**config.mk**
```make
export PLATFORM = sky130hd
export DESIGN_NAME = lru_value_tracker
export DESIGN_NICKNAME = d
export VERILOG_FILES = /design/src/hdl/lvt_pkg.sv /design/src/hdl/lvt_ctrl.sv /design/src/hdl/lvt_datapath.sv /design/src/hdl/lru_value_tracker.sv
export VERILOG_INCLUDE_DIRS = /design/src /design/src/hdl
export SDC_FILE = /design/constraint.sdc
export NUM_CORES = 1
export LEC_CHECK = 0
export BUFFER_PORTS_ARGS = -buffer_cell sky130_fd_sc_hd__buf_2
export CAP_MARGIN = 5
export CORE_UTILIZATION = 45
export CTS_CLUSTER_DIAMETER = 100
export DETAILED_ROUTE_END_ITERATION = 8
export PLACE_DENSITY = 0.75
export REMOVE_ABC_BUFFERS = 1
export SLEW_MARGIN = 5
export SYNTH_ARGS = -nofsm -noshare
export SYNTH_HDL_FRONTEND = slang
export SYNTH_SLANG_ARGS = --single-unit
```
**constraint.sdc**
```tcl
create_clock -name i_clk -period 7.7 [get_ports i_clk]
set_input_delay 0.77 -clock i_clk [delete_from_list [all_inputs] [get_ports i_clk]]
set_output_delay 0.77 -clock i_clk [all_outputs]
set_load 0.01 [all_outputs]
```
**src/hdl/lru_value_tracker_defines.svh**
```systemverilog
// assertion helpers shared by the tracker modules
`ifndef LRU_VALUE_TRACKER_DEFINES_SVH
`define LRU_VALUE_TRACKER_DEFINES_SVH

// same-cycle implication, checked outside reset
`define LVT_ASSERT_NOW(label, clk, rst_n, ante, cons) \
    label: assert property (@(posedge clk) disable iff (!(rst_n)) (ante) |-> (cons)) \
        else $error("lvt check failed");

// next-cycle implication, checked outside reset
`define LVT_ASSERT_NEXT(label, clk, rst_n, ante, cons) \
    label: assert property (@(posedge clk) disable iff (!(rst_n)) (ante) |=> (cons)) \
        else $error("lvt check failed");

`endif

```
**src/hdl/lvt_pkg.sv**
```systemverilog
package lvt_pkg;

    localparam int CAP_W   = 5;
    localparam int FIELD_W = 32;
    localparam logic [CAP_W-1:0] CAP_RESET = 5'd16;

    typedef enum logic [1:0] {
        ST_IDLE,
        ST_SEARCH,
        ST_APPLY
    } t_state;

    // controller to datapath
    typedef struct packed {
        logic load_key;
        logic search;
        logic apply;
    } t_cmd;

    // datapath to controller
    typedef struct packed {
        logic hit;
        logic error;
    } t_stat;

endpackage

```
**src/hdl/lvt_ctrl.sv**
```systemverilog
`include "lru_value_tracker_defines.svh"

module lvt_ctrl (
    input  logic          i_clk,
    input  logic          i_rst_n,
    input  logic          i_valid,
    output logic          o_stall,
    output logic          o_valid,
    input  logic          i_out_stall,
    input  lvt_pkg::t_stat i_stat,
    output lvt_pkg::t_cmd o_cmd
);
    import lvt_pkg::*;

    t_state r_state;
    t_state n_state;
    logic   r_out_valid;
    logic   n_out_valid;
    logic   can_load;
    logic   accept;

    // result slot free, or being emptied this cycle
    assign can_load = !r_out_valid || !i_out_stall;

    always_comb begin
        n_state = r_state;
        unique case (r_state)
            ST_IDLE: begin
                if (i_valid) n_state = ST_SEARCH;
            end
            ST_SEARCH: n_state = ST_APPLY;
            ST_APPLY: begin
                if (can_load) n_state = i_valid ? ST_SEARCH : ST_IDLE;
            end
            default: n_state = ST_IDLE;
        endcase
    end

    always_comb begin
        o_stall  = 1'b1;
        o_cmd    = '0;
        unique case (r_state)
            ST_IDLE:   o_stall = 1'b0;
            ST_SEARCH: o_cmd.search = 1'b1;
            ST_APPLY: begin
                o_stall     = !can_load;
                o_cmd.apply = can_load;
            end
            default: o_stall = 1'b1;
        endcase
        accept         = i_valid && !o_stall;
        o_cmd.load_key = accept;
    end

    always_comb begin
        n_out_valid = r_out_valid && i_out_stall;
        if (o_cmd.apply) n_out_valid = 1'b1;
    end

    always_ff @(posedge i_clk) begin
        if (!i_rst_n) begin
            r_state     <= ST_IDLE;
            r_out_valid <= 1'b0;
        end else begin
            r_state     <= n_state;
            r_out_valid <= n_out_valid;
        end
    end

    assign o_valid = r_out_valid;

    `LVT_ASSERT_NEXT(a_search_then_apply, i_clk, i_rst_n, r_state == ST_SEARCH, r_state == ST_APPLY)
    `LVT_ASSERT_NEXT(a_accept_starts_search, i_clk, i_rst_n, accept, r_state == ST_SEARCH)
    `LVT_ASSERT_NEXT(a_blocked_apply_waits, i_clk, i_rst_n, (r_state == ST_APPLY) && !can_load, (r_state == ST_APPLY) && r_out_valid)
    `LVT_ASSERT_NOW(a_hit_never_errors, i_clk, i_rst_n, r_state == ST_APPLY, !(i_stat.hit && i_stat.error))

endmodule

```
**src/hdl/lvt_datapath.sv**
```systemverilog
`include "lru_value_tracker_defines.svh"

module lvt_datapath #(
    parameter int DEPTH      = 16,
    parameter int VALUE_BITS = 32
) (
    input  logic                          i_clk,
    input  logic                          i_rst_n,
    input  logic                          i_cfg_we,
    input  logic [lvt_pkg::CAP_W-1:0]     i_cfg_wdata,
    input  lvt_pkg::t_cmd                 i_cmd,
    output lvt_pkg::t_stat                o_stat,
    input  logic [lvt_pkg::FIELD_W-1:0]   i_key_value,
    output logic                          o_status,
    output logic                          o_hit,
    output logic                          o_evicted_valid,
    output logic [lvt_pkg::FIELD_W-1:0]   o_evicted_value,
    output logic [lvt_pkg::CAP_W-1:0]     o_occupancy
);
    import lvt_pkg::*;

    localparam int IDX_W = (DEPTH > 1) ? $clog2(DEPTH) : 1;
    localparam int CNT_W = $clog2(DEPTH + 1);
    localparam int CMP_W = (CNT_W > CAP_W) ? CNT_W : CAP_W;
    localparam int EXT_W = (VALUE_BITS > FIELD_W) ? VALUE_BITS : FIELD_W;

    // recency lanes, lane 0 most recent
    logic [VALUE_BITS-1:0] r_entry [DEPTH];
    logic [VALUE_BITS-1:0] n_entry [DEPTH];
    logic [CNT_W-1:0]      r_count;
    logic [CNT_W-1:0]      n_count;
    logic [CAP_W-1:0]      r_capacity;

    logic [VALUE_BITS-1:0] r_key;
    logic [EXT_W-1:0]      key_ext;
    logic [EXT_W-1:0]      ev_ext;

    // search stage results
    logic                  r_found;
    logic [IDX_W-1:0]      r_pos;
    logic [VALUE_BITS-1:0] r_last;
    logic [DEPTH-1:0]      match;
    logic                  found;
    logic [IDX_W-1:0]      pos;
    logic [CNT_W-1:0]      last_idx;

    // apply stage decision
    logic [CMP_W-1:0]      cap_eff;
    logic [CMP_W-1:0]      cap_ext;
    logic [CMP_W-1:0]      cnt_ext;
    logic                  is_error;
    logic                  is_evict;
    logic                  do_write;
    logic [IDX_W-1:0]      upto;

    // result register
    logic                  r_status;
    logic                  r_hit;
    logic                  r_ev_valid;
    logic [FIELD_W-1:0]    r_ev_value;
    logic [CAP_W-1:0]      r_occ;

    always_comb begin
        key_ext = '0;
        key_ext[FIELD_W-1:0] = i_key_value;
    end

    // parallel compare against the occupied lanes
    always_comb begin
        for (int i = 0; i < DEPTH; i++) begin
            match[i] = (r_entry[i] == r_key) && (CNT_W'(i) < r_count);
        end
        found = |match;
        pos   = '0;
        for (int i = DEPTH - 1; i >= 0; i--) begin
            if (match[i]) pos = IDX_W'(i);
        end
        last_idx = r_count - CNT_W'(1);
    end

    always_comb begin
        cap_ext  = CMP_W'(r_capacity);
        cap_eff  = (cap_ext > CMP_W'(DEPTH)) ? CMP_W'(DEPTH) : cap_ext;
        cnt_ext  = CMP_W'(r_count);
        is_error = !r_found && (cap_eff == '0);
        is_evict = !r_found && !is_error && (cnt_ext >= cap_eff);
        do_write = i_cmd.apply && !is_error;
        n_count  = r_count;
        if (r_found) begin
            upto = r_pos;
        end else if (is_evict) begin
            upto = last_idx[IDX_W-1:0];
        end else begin
            upto = r_count[IDX_W-1:0];
            if (i_cmd.apply && !is_error) n_count = r_count + CNT_W'(1);
        end
        for (int i = 0; i < DEPTH; i++) begin
            n_entry[i] = r_entry[i];
            if (do_write && (IDX_W'(i) <= upto)) begin
                n_entry[i] = (i == 0) ? r_key : r_entry[(i == 0) ? 0 : i - 1];
            end
        end
    end

    always_comb begin
        ev_ext = '0;
        ev_ext[VALUE_BITS-1:0] = r_last;
    end

    always_ff @(posedge i_clk) begin
        if (!i_rst_n) begin
            r_count    <= '0;
            r_capacity <= CAP_RESET;
        end else begin
            r_count <= n_count;
            if (i_cfg_we) r_capacity <= i_cfg_wdata;
        end
    end

    always_ff @(posedge i_clk) begin
        for (int i = 0; i < DEPTH; i++) begin
            r_entry[i] <= n_entry[i];
        end
        if (i_cmd.load_key) r_key <= key_ext[VALUE_BITS-1:0];
        if (i_cmd.search) begin
            r_found <= found;
            r_pos   <= pos;
            if (r_count != '0) r_last <= r_entry[last_idx[IDX_W-1:0]];
        end
        if (i_cmd.apply) begin
            r_status   <= is_error;
            r_hit      <= r_found;
            r_ev_valid <= is_evict;
            r_ev_value <= is_evict ? ev_ext[FIELD_W-1:0] : '0;
            r_occ      <= CAP_W'(n_count);
        end
    end

    assign o_stat.hit      = r_found;
    assign o_stat.error    = is_error;
    assign o_status        = r_status;
    assign o_hit           = r_hit;
    assign o_evicted_valid = r_ev_valid;
    assign o_evicted_value = r_ev_value;
    assign o_occupancy     = r_occ;

    `LVT_ASSERT_NOW(a_count_bounded, i_clk, i_rst_n, 1'b1, r_count <= CNT_W'(DEPTH))
    `LVT_ASSERT_NEXT(a_evict_keeps_count, i_clk, i_rst_n, i_cmd.apply && !r_found, $stable(r_count) || (r_count == $past(r_count) + CNT_W'(1)))

endmodule

```
**src/hdl/lru_value_tracker.sv**
```systemverilog
// lru_value_tracker: least-recently-used replacement list of up to DEPTH distinct values,
// most recent first. Each input transaction carries one value; it is compared against all
// held values at once, then the list shifts so the value lands at the front (a hit moves it,
// a miss inserts it, a miss at capacity evicts the least recent value and reports it; a miss
// at zero capacity just reports an error). One result transaction follows every input
// transaction, which passes a compare state over all lanes, then a shift state that updates
// the list and loads the result register. A new transaction is taken during the previous
// shift while the result side keeps taking; a stalled result blocks the next shift. The
// capacity register resets to 16, saturates at DEPTH and should only be written while idle.
module lru_value_tracker #(
    parameter int DEPTH      = 16,
    parameter int VALUE_BITS = 32
) (
    input  logic                               i_clk,
    input  logic                               i_rst_n,
    // capacity register
    input  logic                               i_cfg_we,
    input  logic [lvt_pkg::CAP_W-1:0]          i_cfg_wdata,
    // input transaction
    input  logic                               i_valid,
    output logic                               o_stall,
    input  logic signed [lvt_pkg::FIELD_W-1:0] i_key_value,
    // result transaction
    output logic                               o_valid,
    input  logic                               i_stall,
    output logic                               o_status,
    output logic                               o_hit,
    output logic                               o_evicted_valid,
    output logic signed [lvt_pkg::FIELD_W-1:0] o_evicted_value,
    output logic [lvt_pkg::CAP_W-1:0]          o_occupancy
);
    import lvt_pkg::*;

    t_cmd               cmd;
    t_stat              stat;
    logic [FIELD_W-1:0] ev_value;

    // sequencing: idle, compare, shift and result load
    lvt_ctrl u_ctrl (
        .i_clk       (i_clk),
        .i_rst_n     (i_rst_n),
        .i_valid     (i_valid),
        .o_stall     (o_stall),
        .o_valid     (o_valid),
        .i_out_stall (i_stall),
        .i_stat      (stat),
        .o_cmd       (cmd)
    );

    // recency lanes, comparators, count and result register
    lvt_datapath #(
        .DEPTH      (DEPTH),
        .VALUE_BITS (VALUE_BITS)
    ) u_datapath (
        .i_clk           (i_clk),
        .i_rst_n         (i_rst_n),
        .i_cfg_we        (i_cfg_we),
        .i_cfg_wdata     (i_cfg_wdata),
        .i_cmd           (cmd),
        .o_stat          (stat),
        .i_key_value     (i_key_value),
        .o_status        (o_status),
        .o_hit           (o_hit),
        .o_evicted_valid (o_evicted_valid),
        .o_evicted_value (ev_value),
        .o_occupancy     (o_occupancy)
    );

    // payload is a raw bit pattern, reinterpret as two's complement
    assign o_evicted_value = signed'(ev_value);

endmodule

```
==> impl_metrics.sql <==
INSERT INTO impl_metrics (metric_group, metric, value, unit) VALUES
('run_status', 'run_status', 'finished, violations left', ''),
('run_status', 'violations', 'design-rule violations', ''),
('clock_tree', 'holdBufCountCts', '0', ''),
('detailed_routing', 'drt_wl_total', '82.1', 'mm'),
('synthesis', 'yosysTopAreaCellShare', '62.5', '%'),
('clock_tree', 'tritoncts_clock_tree', 'done', ''),
('detailed_routing', 'wirelength_met1', '31.2', 'mm'),
('setup_path', 'critical_path.max_fanout', '34', ''),
('power_and_ir_drop', 'power.density_cell_area', '224', 'nW/µm²'),
('clock_tree', 'cts_buffers', '69', ''),
('setup_path', 'worst_path_dominant_cell_family', 'compound AO/OA/AOI/OAI gates', ''),
('detailed_routing', 'via_per_inst', '6.11', ''),
('sta', 'min_period_over_period', '60.5', '%'),
('detailed_routing', 'post-route-drc-count', '2', ''),
('floorplanning', 'die_area', '67300', 'µm²'),
('global_routing', 'grt.total_usage', '24.6', '%'),
('clock_tree', 'cts_buffer_depth', '3', ''),
('synthesis', 'ys_async_rst_share', '0', '%'),
('setup_path', 'end_kind', 'flop', ''),
('synthesis', 'synthTopCellsByArea', 'sky130_fd_sc_hd__edfxtp_1, sky130_fd_sc_hd__mux4_2, sky130_fd_sc_hd__xor2_1', ''),
('sta', 'clock_skews', '0.0241', 'ns'),
('finish', 'layout-drive-gt1-share', '21.3', '%'),
('floorplanning', 'floorplan.initialDensity', '45.5', '%'),
('setup_path', 'crit_path_cell_trace', 'inv_2, ha_1, nand2b_1, a21o_1, a21oi_1, o21ai_1, nor4b_1, a211oi_1, nand2b_1, a21oi_4', ''),
('detailed_routing', 'number_of_violations_reported_at_the_end_of_detailed_routing_iteration_0', '2401', ''),
('sta', 'post-route-min-period', '4.66', 'ns'),
('finish', 'layout_common_cells', 'sky130_fd_sc_hd__edfxtp_1, sky130_fd_sc_hd__xor2_1, sky130_fd_sc_hd__xnor2_1', ''),
('global_routing', 'first_global_vias', '17100', ''),
('sta', 'setup_slack', '3.04', 'ns'),
('finish', 'mostFrequentLayoutCell', 'sky130_fd_sc_hd__edfxtp_1', ''),
('global_routing', 'grt_start_max_net_pins', '104', ''),
('clock_tree', 'clock_latency', '0.61', 'ns'),
('global_routing', 'grt_remaining_overflow', '0', ''),
('synthesis', 'ys_types', '51', ''),
('detailed_routing', 'detailed_router_iteration_count_before_antenna_repair', '8', ''),
('synthesis', 'ys_seq_elements', '634', ''),
('finish', 'areaGrowthSynthToFinish', '12.4', '%'),
('floorplanning', 'die_h', '260', 'µm'),
('clock_tree', 'htree_levels', '3', ''),
('global_routing', 'wire_length_of_the_first_global_routing_pass', '118', 'mm'),
('clock_tree', 'clkSlewWorstSetupHoldPaths', '0.06', 'ns'),
('detailed_routing', 'wl_met3', '8.77', 'mm'),
('sta', 'max_slew.worst_pin.slew', '1.23', 'ns'),
('setup_path', 'timing.critical_path.from_type', 'flop', ''),
('detailed_routing', 'top_layer_used', 'met5', ''),
('clock_tree', 'clock-sinks', '634', ''),
('power_and_ir_drop', 'power.ir.vdd_worst', '170', 'µV'),
('clock_tree', 'ctsRootBufferMaster', 'sky130_fd_sc_hd__clkbuf_16', ''),
('finish', 'nFillCells', '5303', ''),
('finish', 'fin_nets', '1938', ''),
('hold_path', 'hp-class', 'input port to flop', ''),
('synthesis', 'synth_cells', '1796', ''),
('sta', 'hold_viol_final', '0', ''),
('setup_path', 'timing.critical_path.mode_cell', 'sky130_fd_sc_hd__nand2b_1', ''),
('sta', 'relSlewSlack', '17.8', '%'),
('setup_path', 'timing.critical_path.buf_inv', '1', ''),
('detailed_routing', 'wl_per_cell', '29.3', 'µm'),
('detailed_routing', 'vias', '17100', ''),
('placement', 'buffer_ports.inserted', '83', ''),
('sta', 'report.final.setup_viol', '0', ''),
('placement', 'place_congestion', '0.979', ''),
('finish', 'final_standard_cell_utilization_of_the_core', '51.1', '%'),
('synthesis', 'edff_count_synth', '621', ''),
('setup_path', 'cp_data_required_time', '7.91', 'ns'),
('placement', 'dp_worst_setup_slack', '3.05', 'ns'),
('sta', 'rsz0062_at_grt', 'false', ''),
('clock_tree', 'cts_resized', '0', ''),
('detailed_routing', 'drtAntennaViolNets', '0', ''),
('placement', 'dp.final_hpwl', '61.3', 'mm'),
('setup_path', 'critical-path-max-stage-delay', '0.99', 'ns'),
('clock_tree', 'postCtsSetupRepairBufs', '0', '');
per-layer routing:
metal  vias up  GRT usage, %
met1      8761          33.1
met4         2          11.2
met3       172          5.53
met5         -             0
li1       7107             -
met2      1077          38.2
power breakdown:
group | switching (mW) | internal [mW]
clock network | 1.33 | 1.86
registers | 0.0334 | 3.80
logic | 0.304 | 0.180
total | 1.67 | 5.85
cell type report:
cell class,count,area (µm²),area share (%)
flip-flops and latches,634,18900,56.4
repair buffers,133,816,2.43
inverters,14,52.6,0.157
clock inverters,32,277,0.824
clock buffers,88,1850,5.52
diodes,1,2.50,0.00746
multi-input cells,1036,10500,31.5
well taps,864,1080,3.22
synthesized netlist by cell type (4+ instances only):
master,instances
sky130_fd_sc_hd__edfxtp_1,621
sky130_fd_sc_hd__nand4_1,72
sky130_fd_sc_hd__buf_6,7
sky130_fd_sc_hd__clkbuf_1,59
sky130_fd_sc_hd__xnor2_1,245
sky130_fd_sc_hd__nor4_1,75
sky130_fd_sc_hd__and2_1,43
sky130_fd_sc_hd__nor3_1,25
sky130_fd_sc_hd__dfxtp_1,13
sky130_fd_sc_hd__xor2_1,273
sky130_fd_sc_hd__nor2b_1,5
sky130_fd_sc_hd__nand3_1,16
sky130_fd_sc_hd__o2111ai_1,4
sky130_fd_sc_hd__a21oi_1,21
sky130_fd_sc_hd__nand2b_1,7
sky130_fd_sc_hd__mux2i_1,5
sky130_fd_sc_hd__nor2_1,11
sky130_fd_sc_hd__mux4_2,160
sky130_fd_sc_hd__nand2_1,23
sky130_fd_sc_hd__inv_2,4
sky130_fd_sc_hd__ha_1,8
sky130_fd_sc_hd__inv_1,10
sky130_fd_sc_hd__and3_1,4
sky130_fd_sc_hd__o21ai_1,5
sky130_fd_sc_hd__buf_1,17
sky130_fd_sc_hd__buf_2,28
logic make-up after synthesis:
| group | after synthesis | synth area share (%) |
|---|---|---|
| mux | 165 | 12.2 |
| fa+ha+maj | 8 | 0.335 |
| flops | 634 | 63.4 |
| compound gates | 54 | 1.19 |
| xor+xnor | 518 | 15.2 |
| simple gates | 291 | 5.77 |
| buf+inv | 126 | 1.89 |
through the flow:
| step | cells | hold WS [ns] | setup TNS (ns) | cell area (µm²) | total power, mW |
|---|---|---|---|---|---|
| finish | 2802 | 0.339 | 0 | 33500 | 7.52 |
| global route | 2801 | 0.317 | 0 | 33500 | 7.69 |
| CTS | 2800 | 0.314 | 0 | 33500 | 7.54 |
| detailed placement | 2680 | 0.478 | 0 | 31400 | 4.39 |
| global placement | 2680 | 0.471 | 0 | 31400 | 4.38 |
| floorplan | 1684 | 0.465 | -1468.33 | 29300 | 4.20 |
path summary, 6_finish.rpt:
check                                      startpoint                                  end  slack (ns)  cells past startpoint
setup reg to reg     u_datapath.cnt_ext[0]$_SDFF_PN0_   u_datapath.r_entry[9][6]$_DFFE_PP_        3.04                     10
hold / removal                         i_key_value[8]        u_datapath.r_key[8]$_DFFE_PP_        0.34                      1
setup / recovery     u_datapath.cnt_ext[0]$_SDFF_PN0_   u_datapath.r_entry[9][6]$_DFFE_PP_        3.04                     10
hold reg to reg   u_datapath.r_entry[3][14]$_DFFE_PP_  u_datapath.r_entry[4][14]$_DFFE_PP_        0.48                      0
flip-flops by register name (all words and copies together), names as in the netlist, 2 cells and up:
| signal | cells |
|---|---|
| u_datapath.ev_ext | 32 |
| u_datapath.r_key | 32 |
| u_datapath.o_evicted_value | 32 |
| u_datapath.cap_ext | 5 |
| u_datapath.r_pos | 4 |
| u_datapath.r_entry | 512 |
| u_datapath.cnt_ext | 5 |
| u_datapath.o_occupancy | 5 |
| u_ctrl.r_state | 2 |
Power figures use the tool's default switching activity.
